File: src/rtl/scmd_pkg.sv
`timescale 1ns / 1ps
`default_nettype none
package scmd_pkg;

  typedef enum logic [1:0] {
    ACT_READ_WORD  = 2'd0,
    ACT_READ_BYTE  = 2'd1,
    ACT_WRITE_WORD = 2'd2,
    ACT_WRITE_BYTE = 2'd3
  } action_t;

  typedef struct packed {
    logic ram_write_ok;
    logic ram_read_ok;
    logic rom_read_ok;
  } flags_t;

  localparam logic [15:0] WIN_LO      = 16'o164000;
  localparam logic [15:0] WIN_HI      = 16'o165777;
  localparam logic [15:0] ROM_HI      = 16'o157777;
  localparam logic [15:0] IO_ROM_LO   = 16'o160000;
  localparam logic [15:0] IO_ROM_HI   = 16'o163777;
  localparam logic [15:0] HI_ROM_LO   = 16'o166000;
  localparam logic [15:0] HI_ROM_HI   = 16'o176777;
  localparam logic [15:0] ROM_OFF_BIT = 16'o020000;
  localparam logic [15:0] IO_ROM_BIT  = 16'o001000;

  function automatic logic [15:0] ram_end(input logic [1:0] sel);
    logic [15:0] r;
    unique case (sel)
      2'd0: r = 16'o157777;
      2'd1: r = 16'o077777;
      2'd2: r = 16'o037777;
      default: r = 16'o017777;
    endcase
    return r;
  endfunction

  function automatic logic [15:0] rom_start(input logic [2:0] code);
    logic [15:0] r;
    unique case (code)
      3'd0: r = 16'o177777;
      3'd1: r = 16'o100000;
      3'd2: r = 16'o040000;
      3'd3: r = 16'o020000;
      default: r = 16'o000000;
    endcase
    return r;
  endfunction

  function automatic flags_t decode(input logic [15:0] one, input logic [15:0] two,
                                    input logic [15:0] addr);
    flags_t f;
    logic   in_win;
    logic   main_rom;
    logic   io_rom;
    logic   hi_rom;
    in_win   = (addr >= WIN_LO) && (addr <= WIN_HI);
    main_rom = (one[13:11] != 3'd0) && (addr >= rom_start(one[13:11])) && (addr <= ROM_HI);
    io_rom   = ((two & IO_ROM_BIT) != 16'd0) && (addr >= IO_ROM_LO) && (addr <= IO_ROM_HI);
    hi_rom   = (addr >= HI_ROM_LO) && (addr <= HI_ROM_HI);
    f.ram_write_ok = (addr <= ram_end(one[10:9])) || in_win;
    f.ram_read_ok  = (!one[13] && (addr <= ram_end(one[12:11]))) || in_win;
    f.rom_read_ok  = ((two & ROM_OFF_BIT) == 16'd0) && (main_rom || io_rom || hi_rom);
    return f;
  endfunction

endpackage
`default_nettype wire

File: src/rtl/scmd_if.sv
`timescale 1ns / 1ps
`default_nettype none
// bus access channel
interface scmd_in_if;
  logic                  valid;
  logic                  ready;
  scmd_pkg::action_t     action;
  logic [1:0]            offset;
  logic [15:0]           write_data;
  logic [15:0]           address;

  modport source (output valid, action, offset, write_data, address, input ready);
  modport sink (input valid, action, offset, write_data, address, output ready);
endinterface

// result channel
interface scmd_out_if;
  logic        valid;
  logic        ready;
  logic [15:0] read_data;
  logic        ram_write_ok;
  logic        ram_read_ok;
  logic        rom_read_ok;

  modport source (output valid, read_data, ram_write_ok, ram_read_ok, rom_read_ok,
                  input ready);
  modport sink (input valid, read_data, ram_write_ok, ram_read_ok, rom_read_ok,
                output ready);
endinterface
`default_nettype wire

File: src/rtl/system_controller_memory_decode_core.sv
`timescale 1ns / 1ps
`default_nettype none
// channel   dir  fields
// in_ch     in   action, offset, write_data, address
// out_ch    out  read_data, ram_write_ok, ram_read_ok, rom_read_ok
//
// one item per clock sustained while out_ch.ready is high; each item passes through
// the input register and leaves through the result register, offered there until taken
// decode and register access are combinational between those two registers
// rst_n is synchronous, active low, and clears both control registers and all valids
// when the result is stalled the input register holds one more item, then ready drops
module system_controller_memory_decode_core (
  input  wire          clk,
  input  wire          rst_n,
  scmd_in_if.sink      in_ch,
  scmd_out_if.source   out_ch
);

  // input register
  logic              s1_valid_r;
  scmd_pkg::action_t s1_action_r;
  logic [1:0]        s1_offset_r;
  logic [15:0]       s1_data_r;
  logic [15:0]       s1_addr_r;

  // control registers
  logic [15:0] reg_one_r, reg_one_nxt;
  logic [15:0] reg_two_r, reg_two_nxt;

  // result register
  logic             out_valid_r;
  logic [15:0]      out_rdata_r, out_rdata_nxt;
  scmd_pkg::flags_t out_flags_r, out_flags_nxt;

  logic        adv;
  logic        in_take;
  logic [15:0] cur;
  logic [15:0] merged;

  // the input register moves on whenever the result register is free or draining
  assign adv     = s1_valid_r && (!out_valid_r || out_ch.ready);
  assign in_take = in_ch.valid && in_ch.ready;
  assign in_ch.ready = !s1_valid_r || !out_valid_r || out_ch.ready;

  always_comb begin
    // offset bit 1 selects the second register, bit 0 the high byte lane
    cur    = s1_offset_r[1] ? reg_two_r : reg_one_r;
    merged = s1_offset_r[0] ? {s1_data_r[7:0], cur[7:0]} : {cur[15:8], s1_data_r[7:0]};
    // decode sees the registers as they stand before this item's access
    out_flags_nxt = scmd_pkg::decode(reg_one_r, reg_two_r, s1_addr_r);
    out_rdata_nxt = 16'd0;
    reg_one_nxt   = reg_one_r;
    reg_two_nxt   = reg_two_r;
    unique case (s1_action_r)
      scmd_pkg::ACT_READ_WORD: begin
        out_rdata_nxt = cur;
      end
      scmd_pkg::ACT_READ_BYTE: begin
        out_rdata_nxt = s1_offset_r[0] ? {8'd0, cur[15:8]} : {8'd0, cur[7:0]};
      end
      scmd_pkg::ACT_WRITE_WORD: begin
        if (s1_offset_r[1]) reg_two_nxt = s1_data_r;
        else reg_one_nxt = s1_data_r;
      end
      scmd_pkg::ACT_WRITE_BYTE: begin
        if (s1_offset_r[1]) reg_two_nxt = merged;
        else reg_one_nxt = merged;
      end
      default: begin
        out_rdata_nxt = 16'd0;
      end
    endcase
  end

  // control state
  always_ff @(posedge clk) begin
    if (!rst_n) begin
      s1_valid_r  <= 1'b0;
      out_valid_r <= 1'b0;
      reg_one_r   <= 16'd0;
      reg_two_r   <= 16'd0;
    end else begin
      if (in_ch.ready) s1_valid_r <= in_ch.valid;
      if (!out_valid_r || out_ch.ready) out_valid_r <= s1_valid_r;
      if (adv) begin
        reg_one_r <= reg_one_nxt;
        reg_two_r <= reg_two_nxt;
      end
    end
  end

  // payload, no reset
  always_ff @(posedge clk) begin
    if (in_take) begin
      s1_action_r <= in_ch.action;
      s1_offset_r <= in_ch.offset;
      s1_data_r   <= in_ch.write_data;
      s1_addr_r   <= in_ch.address;
    end
    if (adv) begin
      out_rdata_r <= out_rdata_nxt;
      out_flags_r <= out_flags_nxt;
    end
  end

  assign out_ch.valid        = out_valid_r;
  assign out_ch.read_data    = out_rdata_r;
  assign out_ch.ram_write_ok = out_flags_r.ram_write_ok;
  assign out_ch.ram_read_ok  = out_flags_r.ram_read_ok;
  assign out_ch.rom_read_ok  = out_flags_r.rom_read_ok;

endmodule
`default_nettype wire

File: src/flat_wrapper.sv
// flat-port wrapper written by rule: the top's interface ports become plain ports
module system_controller_memory_decode_core_flat 
  (clk, rst_n, in_ch_valid, in_ch_action, in_ch_offset, in_ch_write_data, in_ch_address, in_ch_ready, out_ch_valid, out_ch_read_data, out_ch_ram_write_ok, out_ch_ram_read_ok, out_ch_rom_read_ok, out_ch_ready);
  scmd_in_if in_ch_i ();
  scmd_out_if out_ch_i ();
  input  wire clk;
  input  wire rst_n;
  input wire logic [$bits(in_ch_i.valid)-1:0] in_ch_valid;
  input wire logic [$bits(in_ch_i.action)-1:0] in_ch_action;
  input wire logic [$bits(in_ch_i.offset)-1:0] in_ch_offset;
  input wire logic [$bits(in_ch_i.write_data)-1:0] in_ch_write_data;
  input wire logic [$bits(in_ch_i.address)-1:0] in_ch_address;
  output wire logic [$bits(in_ch_i.ready)-1:0] in_ch_ready;
  output wire logic [$bits(out_ch_i.valid)-1:0] out_ch_valid;
  output wire logic [$bits(out_ch_i.read_data)-1:0] out_ch_read_data;
  output wire logic [$bits(out_ch_i.ram_write_ok)-1:0] out_ch_ram_write_ok;
  output wire logic [$bits(out_ch_i.ram_read_ok)-1:0] out_ch_ram_read_ok;
  output wire logic [$bits(out_ch_i.rom_read_ok)-1:0] out_ch_rom_read_ok;
  input wire logic [$bits(out_ch_i.ready)-1:0] out_ch_ready;
  assign in_ch_i.valid = in_ch_valid;
  assign in_ch_i.action = in_ch_action;
  assign in_ch_i.offset = in_ch_offset;
  assign in_ch_i.write_data = in_ch_write_data;
  assign in_ch_i.address = in_ch_address;
  assign in_ch_ready = in_ch_i.ready;
  assign out_ch_valid = out_ch_i.valid;
  assign out_ch_read_data = out_ch_i.read_data;
  assign out_ch_ram_write_ok = out_ch_i.ram_write_ok;
  assign out_ch_ram_read_ok = out_ch_i.ram_read_ok;
  assign out_ch_rom_read_ok = out_ch_i.rom_read_ok;
  assign out_ch_i.ready = out_ch_ready;
  system_controller_memory_decode_core u_core (.clk(clk), .rst_n(rst_n), .in_ch(in_ch_i), .out_ch(out_ch_i));
endmodule
File: config.mk
export PLATFORM = sky130hd
export DESIGN_NAME = system_controller_memory_decode_core_flat
export DESIGN_NICKNAME = d
export VERILOG_FILES = /design/src/rtl/scmd_pkg.sv /design/src/rtl/scmd_if.sv /design/src/rtl/system_controller_memory_decode_core.sv /design/src/flat_wrapper.sv
export SDC_FILE = /design/constraint.sdc
export NUM_CORES = 1
export LEC_CHECK = 0
export BUFFER_PORTS_ARGS = -buffer_cell sky130_fd_sc_hd__clkbuf_2
export CAP_MARGIN = 10
export CORE_MARGIN = 1
export CORE_UTILIZATION = 30
export DETAILED_ROUTE_END_ITERATION = 12
export SKIP_LAST_GASP = 1
export SYNTH_ARGS = -nofsm -noshare
export SYNTH_HDL_FRONTEND = slang
export SYNTH_SLANG_ARGS = --single-unit
File: constraint.sdc
create_clock -name clk -period 4.5 [get_ports clk]
set_input_delay 0.45 -clock clk [delete_from_list [all_inputs] [get_ports clk]]
set_output_delay 0.45 -clock clk [all_outputs]
set_load 0.1 [all_outputs]
; Yosys cells after proc, flatten, opt, wreduce, memory -nomap -nowiden
; Index checks and enable logic that the tools add are counted.
[totals]
regBits = 89
input_bits = 40
output_inout_bits = 21
wordCells = 78
[op_classes]
magnitude_cmp = 10
n_eq_ne = 14
mux = 13
n_reduce_logical = 29
[op_table]
columns = op, n
row1 = two-way mux 16 bit, 6
row2 = one-hot mux 16 bit (2 select lines), 3
row3 = one-hot mux 16 bit (3 select lines), 2
row4 = "less-or-equal comparator 16 bit, second input constant", 4
row5 = one-hot mux 16 bit (4 select lines), 1
row6 = "greater-or-equal comparator 16 bit, second input constant", 3
row7 = less-or-equal comparator 16 bit, 2
row8 = greater-or-equal comparator 16 bit, 1
row9 = logical NOT 16 bit, 1
row10 = logical AND 1 bit, 10
row11 = "equality test 2 bit, second input constant", 4
row12 = two-way mux 8 bit, 1
row13 = AND reduction 4 bit, 2
row14 = logical OR 1 bit, 7
row15 = "equality test 2 x 1 -> 1 bit, second input constant", 3
row16 = "equality test 3 x 2 -> 1 bit, second input constant", 2
row17 = logical NOT 2 bit, 3
row18 = "inequality test 2 x 1 -> 1 bit, second input constant", 2
row19 = "inequality test 2 bit, second input constant", 2
row20 = "equality test 3 x 1 -> 1 bit, second input constant", 1
row21 = logical NOT 1 bit, 3
row22 = logical NOT 3 bit, 1
row23 = nonzero test 3 bit, 1
row24 = nonzero test 2 bit, 1

; Logic depth before layout (Yosys ltp)
; Gate-level depths: netlist of run 1.
[logic_depth]
depth_word = 8
ltp_mapped = 9
depth_no_buf = 9

; Least setup slack after synthesis of run 1
; OpenSTA, ideal clock, no wires.
[synth_path]
kind = register -> register
start = reg u_core.out_valid_r, in the netlist u_core.out_ch.valid
end = reg u_core.s1_action_r[0], enable pin
t_arrival_ns = 2.736
required_time_ns = 4.076
slack_ns = 1.339
path_stages_with_launch = 4
period_less_slack_ns = 3.161
cell_sequence = dfxtp_1 -> nor2b_1 -> nand2_1 -> and2_1
[synth_via]
elab_chain_len = 4
[synth_lines]
columns = element, line_no
row1 = start: declaration, system_controller_memory_decode_core.sv:31  ; logic out_valid_r;
row2 = start signal: assignment, system_controller_memory_decode_core.sv:84  ; if (!out_valid_r || out_ch.ready) out_valid_r <= s1_valid_r;
row3 = logical NOT 1 bit, system_controller_memory_decode_core.sv:43  ; assign in_ch.ready = !s1_valid_r || !out_valid_r || out_ch.ready;
row4 = logical OR 1 bit (2 in series), system_controller_memory_decode_core.sv:43
row5 = net in_ch_ready, flat_wrapper.sv:13  ; output wire logic [$bits(in_ch_i.ready)-1:0] in_ch_ready;
row6 = logical AND 1 bit, system_controller_memory_decode_core.sv:42  ; assign in_take = in_ch.valid && in_ch.ready;
row7 = net u_core.in_take, system_controller_memory_decode_core.sv:36  ; logic in_take;
row8 = end signal: assignment, system_controller_memory_decode_core.sv:95  ; s1_action_r <= in_ch.action;
row9 = end: declaration, system_controller_memory_decode_core.sv:21  ; scmd_pkg::action_t s1_action_r;
; The timed path passes the listed nets, and every way through them passes these cells.
; A chain may end at the register's enable or synchronous reset.

==> results of run 1 <==
## final cells by class
class / instances / area (sq um) / area share, %
Inverter: 11 / 41.3 / 0.848
Multi-Input combinational cell: 236 / 1660 / 34.1
Tap cell: 176 / 220 / 4.52
Clock buffer: 11 / 253 / 5.19
Sequential cell: 89 / 2330 / 47.9
Clock inverter: 5 / 37.5 / 0.771
Timing Repair Buffer: 63 / 323 / 6.63
## Yosys cell counts, types with 4 or more instances
cell | count | area (sq um)
edfxtp_1 | 55 | 1650
nor2b_1 | 12 | 75.1
dfxtp_1 | 34 | 681
o21ai_0 | 19 | 95.1
buf_2 | 5 | 25.0
mux2i_1 | 24 | 240
clkbuf_1 | 8 | 30.0
inv_1 | 11 | 41.3
o21bai_1 | 4 | 30.0
nand2_1 | 37 | 139
nand4_1 | 5 | 31.3
o211ai_1 | 9 | 67.6
a21oi_1 | 17 | 85.1
o22ai_1 | 8 | 50.1
nor2_1 | 10 | 37.5
ha_1 | 28 | 350
a31oi_1 | 24 | 150
a21boi_0 | 8 | 60.1
## kinds of logic (layout without fill, tap and decap cells)
| group | Yosys count | count (layout) |
|---|---|---|
| compound gates | 99 | 99 |
| flops | 89 | 89 |
| simple gates | 84 | 84 |
| buf+inv | 29 | 90 |
| fa+ha+maj | 28 | 28 |
| mux | 25 | 25 |
## worst min path at each step
stage                     slack [ns]  depth (start not counted)                   to
final                           0.28                          1  u_core.s1_data_r[4]
after global routing            0.27                          1  u_core.s1_data_r[4]
after CTS                       0.27                          1  u_core.s1_data_r[6]
after detailed placement        0.46                          2  u_core.reg_two_r[6]
after global placement          0.45                          2  u_core.reg_two_r[7]
after floorplan                 0.44                          2  u_core.reg_two_r[0]
## metrics by stage
stage / hold slack, ns / power (mW) / setup WS [ns] / std cells
4_1_cts: 0.271 / 1.89 / 1.68 / 591
3_5_place_dp: 0.460 / 1.17 / 1.72 / 575
2_1_floorplan: 0.443 / 1.10 / 1.34 / 354
6_report: 0.279 / 1.86 / 1.71 / 591
5_1_grt: 0.268 / 1.94 / 1.46 / 591
3_3_place_gp: 0.452 / 1.16 / 1.84 / 575
## registers in the layout, indices dropped and copies added (netlist names), 2 cells and up
name	cells
u_core.out_ch.read_data	16
u_core.reg_one_r	16
u_core.reg_two_r	16
u_core.s1_addr_r	16
u_core.s1_data_r	16
u_core.s1_action_r	2
u_core.s1_offset_r	2
## cell usage in the layout (no fill, tap or decap), drive strengths merged, types with 4 or more instances in the layout
cell,n
clkbuf,71
a21boi,8
dfxtp,34
o22ai,8
mux2i,24
nand2,37
o21ai,19
a21oi,17
inv,12
nor2b,12
ha,28
edfxtp,55
nor2,10
a31oi,24
o211ai,10
o21bai,4
nand4,5
## metal layers
metal  GRT usage, %  part of all wire (%)
met5              0                     0
met4           5.46                   2.0
met3           3.35                   5.1
met2           19.4                    43
met1           17.9                    50
## power by group through the flow
stage,registers (mW),logic (mW),clock network (mW)
after floorplan,0.993,0.112,0
after global placement,0.953,0.207,0
after detailed placement,0.954,0.214,0
after CTS,0.936,0.215,0.736
after global routing,0.941,0.236,0.765
final,0.936,0.212,0.716
==> qor.yml, run 1 <==
status: "finished clean"
drt.antenna.violating_nets: 0
place_hpwl_um: 6230
boundaryPins: 61
synthesis.nets: 422
critPathTopFamily: "compound AO/OA/AOI/OAI gates"
htree_levels: 3
p_int_mw: 1.38
synth_mux_area_share_pct: 6.22
synth.ff_latch_count: 89
reg2reg_depth: 9
pwr-share-seq_pct: 50.2
drv_cap: 0
ir_drop_mv: 0.179
start_util_pct: 30.9
post_cts.repair.setup_buffers: 0
die_y_um: 119
fill_cells: 1319
route.detailed.drc: 0
yosysWarnings: 0
grt-ovfl-total: 0
syn_to_final_growth_pct: 18.7
report.final.slew_viol_count: 0
synthSimpleGateAreaFrac_pct: 10.2
path_clk_slew_ns: 0.06
netlist_instances: 354
die_area_sq_mm: 0.0141
fin_crit_ns: 2.79
gp_congestion: 0.778
synth_flop_cell: "edfxtp_1"
slowest_delay_ns: 0.44
die_x_um: 119
relSlewSlack_pct: 23.9
viasPerCell: 4.83
drive_above_1_share_pct: 20.0
r2r_start: "u_core.reg_one_r[11]"
cts-buffers-inserted: 9
fin_nets: 478
antenna_cells: 0
cts_tree: "done"
p_sw_uw: 483
wl_per_cell_um: 14.6
via_count: 2854
ys_seq_area_share_pct: 56.8
crit_arrival_ns: 2.88
numClockSinks: 89
asyncSetResetFlopFracSynth_pct: 0
p_clk_share_pct: 38.4
portBuffers: 60
final_util_pct: 36.6
grt_start_max_net_pins: 37
cp.depth: 9
first_iter_violations: 249
grt_pass1_vias: 2787
antenna_found_initial: 0
syn-cell-area_sq_mm: 0.00410
grt_pass1_wl_um: 14100
synthAdderAreaFrac_pct: 8.54
skew_ns: 0.00706
firstDrtPassIters: 4
hp-start: "in_ch_write_data[4]"
hold_viol: 0
switching_share_pct: 25.9
setup_tns_ns: 0
fmax_mhz: 359
crit_start: "u_core.reg_one_r[11]"
period_share_pct: 62.0
worstSkewPairLatency_ns: 0.34
crit_required_ns: 4.59
power_density_mw_per_mm2: 383
rsz0062_at_grt: "no"
wirelength_um: 8650
hold_path.class: "in -> reg"
ctsHoldBuffers: 0
synth-edff-count: 55
combinationalPowerShare_pct: 11.4
crit_chain: "inv_1, ha_1, nand2b_1, inv_1, ha_1, nand2b_1, a2111oi_0, nor4_1, o31a_1"
clockBufferDepth: 2
r2r_setup_slack_ns: 1.71
synth.distinct_cells: 41
critPathLaunchType: "register"
crit_path_end_kind: "register"
finalSetupViolations: 0
reg2reg_to: "u_core.out_ch.rom_read_ok"
cts_resized: 0
core_sq_mm: 0.0133
cpMaxStageDelayCell: "nand2b_1"
synth_compound_area_share_pct: 15.2
rows: 42
dpl-instance-area_sq_mm: 0.00458
final_cell_area_sq_mm: 0.00487
cp_num_buf_inv: 2
syn_area_per_cell_sq_um: 11.6
track_usage_pct: 13.0
synth_top_family_by_area: "compound AO/OA/AOI/OAI gates"
clockRootBuffer: "clkbuf_16"
worst_pin_slew_ns: 1.14
worstPathMaxFanout: 14
cp-endpoint: "u_core.out_ch.rom_read_ok"
synthXorXnorAreaFrac_pct: 0
leakage_nw: 1.90
criticalPathCategory: "reg -> reg"
No activity file was read; power rests on OpenSTA's default activity.
==> run 2: changes to the inputs <==
==> constraint.sdc (replaced) <==
create_clock -name clk -period 2.5 [get_ports clk]
set_input_delay 0.25 -clock clk [delete_from_list [all_inputs] [get_ports clk]]
set_output_delay 0.25 -clock clk [all_outputs]
set_load 0.1 [all_outputs]
==> run 2 against run 1 <==
  * Critical path depth shrank 1
  * Die area is the same
  * Combinational power grew 95%
  * Core utilization grew 0.52 points
  * Flip-flop and latch count is the same
  * Non-clock buffer count grew 5
  * Clock power grew 80%
  * Clock-buffer cell count is the same
  * Global-route usage grew 0.13 points
  * Worst setup slack lost 1.6 ns
  * Total power grew 81%
  * Maximum frequency grew 18%
  * Critical path type unchanged
  * Critical endpoint unchanged
==> qor.yml, run 2 (synthesized netlist as in run 1, its figures left out) <==
cpMaxStageDelayCell: "or4b_1"  # was nand2b_1
crit_arrival_ns: 2.45  # was 2.88 ns
critPathTopFamily: "simple AND/OR/NAND/NOR gates"  # was compound AO/OA/AOI/OAI gates
start_util_pct: 30.9  # unchanged
rows: 42  # unchanged
rsz0062_at_grt: "no"  # unchanged
crit_chain: "inv_2, ha_1, o21bai_1, ha_1, nand4_1, nor3_1, or4b_1, o31a_1"  # was inv_1, ha_1, nand2b_1, inv_1, ha_1, nand2b_1, a2111oi_0, nor4_1, o31a_1
hold_path.class: "in -> reg"  # unchanged
grt_pass1_wl_um: 14600  # was 14100 um
slowest_delay_ns: 0.50  # was 0.44 ns
first_iter_violations: 173  # was 249
p_clk_share_pct: 38.1  # was 38.4%
htree_levels: 3  # unchanged
viasPerCell: 4.94  # was 4.83
combinationalPowerShare_pct: 12.3  # was 11.4%
clockRootBuffer: "clkbuf_16"  # unchanged
wirelength_um: 9020  # was 8650 um
fin_nets: 483  # was 478
report.final.slew_viol_count: 0  # unchanged
core_sq_mm: 0.0133  # unchanged
grt_start_max_net_pins: 37  # unchanged
power_density_mw_per_mm2: 683  # was 383 mW/mm^2
critPathLaunchType: "register"  # unchanged
p_sw_uw: 876  # was 483 uW
maxUsedRoutingLayer: "met4"  # unchanged
clockBufferDepth: 2  # unchanged
track_usage_pct: 13.2  # was 13.0%
path_clk_slew_ns: 0.06  # about the same
gp_congestion: 0.774  # was 0.778
status: "finished clean"  # unchanged
fill_cells: 1315  # was 1319
dr_wl_met2_um: 4040  # was 3740 um
worstSkewPairLatency_ns: 0.34  # about the same
grt_pass1_vias: 2973  # was 2787
die_x_um: 119  # unchanged
mostFrequentLayoutCells: "clkbuf_2 (60), edfxtp_1 (55), nand2_1 (36)"  # was clkbuf_2 (60), edfxtp_1 (55), nand2_1 (37)
p_int_mw: 2.50  # was 1.38 mW
antenna_found_initial: 0  # unchanged
wl_met3_um: 609  # was 444 um
firstDrtPassIters: 5  # was 4
die_area_sq_mm: 0.0141  # unchanged
cts-buffers-inserted: 9  # unchanged
total_power_mw: 3.37  # was 1.86 mW
wl_per_cell_um: 15.1  # was 14.6 um
dpl-instance-area_sq_mm: 0.00462  # was 0.00458 sq mm
worstPathMaxFanout: 5  # was 14
final_cell_area_sq_mm: 0.00494  # was 0.00487 sq mm
multi_input_area_sq_mm: 0.00169  # was 0.00166 sq mm
route.detailed.drc: 0  # unchanged
final_common_cell: "clkbuf_2"  # unchanged
place_hpwl_um: 6400  # was 6230 um
cts_resized: 1  # was 0
finalSetupViolations: 0  # unchanged
post_cts.repair.setup_buffers: 0  # unchanged
switching_share_pct: 26.0  # was 25.9%
criticalPathCategory: "reg -> reg"  # unchanged
cp_num_buf_inv: 1  # was 2
drt.antenna.violating_nets: 0  # unchanged
worst_pin_slew_ns: 0.785  # was 1.14 ns
pwr-share-seq_pct: 49.6  # was 50.2%
die_y_um: 119  # unchanged
ctsHoldBuffers: 0  # unchanged
drive_above_1_share_pct: 22.9  # was 20.0%
fin_crit_ns: 2.36  # was 2.79 ns
cts_tree: "done"  # unchanged
drv_cap: 0  # unchanged
syn_to_final_growth_pct: 20.4  # was 18.7%
crit_required_ns: 2.59  # was 4.59 ns
grt-ovfl-total: 0  # unchanged
boundaryPins: 61  # unchanged
skew_ns: 0.00604  # was 0.00706 ns
crit_top_cell: "ha_1"
fmax_mhz: 423  # was 359 MHz
period_share_pct: 94.5  # was 62.0%
ir_drop_mv: 0.252  # was 0.179 mV
numClockSinks: 89  # unchanged
antenna_cells: 0  # unchanged
relSlewSlack_pct: 47.7  # was 23.9%
leakage_nw: 1.93  # was 1.90 nW
final_util_pct: 37.1  # was 36.6%
via_count: 2942  # was 2854
crit_path_end_kind: "register"  # unchanged
hold_viol: 0  # unchanged
wl_met1_um: 4250  # was 4290 um
portBuffers: 60  # unchanged
regArea_sq_mm: 0.00233  # about the same
run 2: metrics by stage:
step	hold WS, ns	setup TNS [ns]	worst slack, ns	std cells
floorplan	0.349	0	0.00420	354
global placement	0.428	0	0.0368	580
finish	0.0850	0	0.138	596
CTS	0.0730	0	0.0165	596
detailed placement	0.429	-0.0676	-0.0676	580
global route	0.0728	0	0.00989	596
run 2: layout make-up:
type	count	share of cell area (%)
clock buffers	11	5.12
clock inverters	5	0.760
inverters	11	0.836
multi-input cells	236	34.3
flip-flops and latches	89	47.3
well taps	176	4.46
repair buffers	68	7.30
run 2: metal layers:
metal,up-vias,GRT usage [%]
met4,0,5.38
li1,1449,-
met2,97,20.5
met3,11,3.40
met5,-,0
met1,1385,17.4
run 2: power groups by stage:
stage	Sequential (mW)	Clock, mW	Combinational, mW
global placement	1.70	0	0.391
floorplan	1.79	0	0.202
finish	1.67	1.29	0.413
CTS	1.67	1.32	0.408
detailed placement	1.71	0	0.405
global route	1.68	1.37	0.454
run 2: final timing paths:
kind | startpoint | endpoint | slack [ns] | cells past startpoint
min | in_ch_write_data[5] | u_core.s1_data_r[5] | 0.08 | 1
max reg2reg | u_core.reg_one_r[12] | u_core.out_ch.rom_read_ok | 0.14 | 8
max | u_core.reg_one_r[12] | u_core.out_ch.rom_read_ok | 0.14 | 8
min reg2reg | u_core.reg_two_r[2] | u_core.reg_two_r[2] | 0.47 | 2
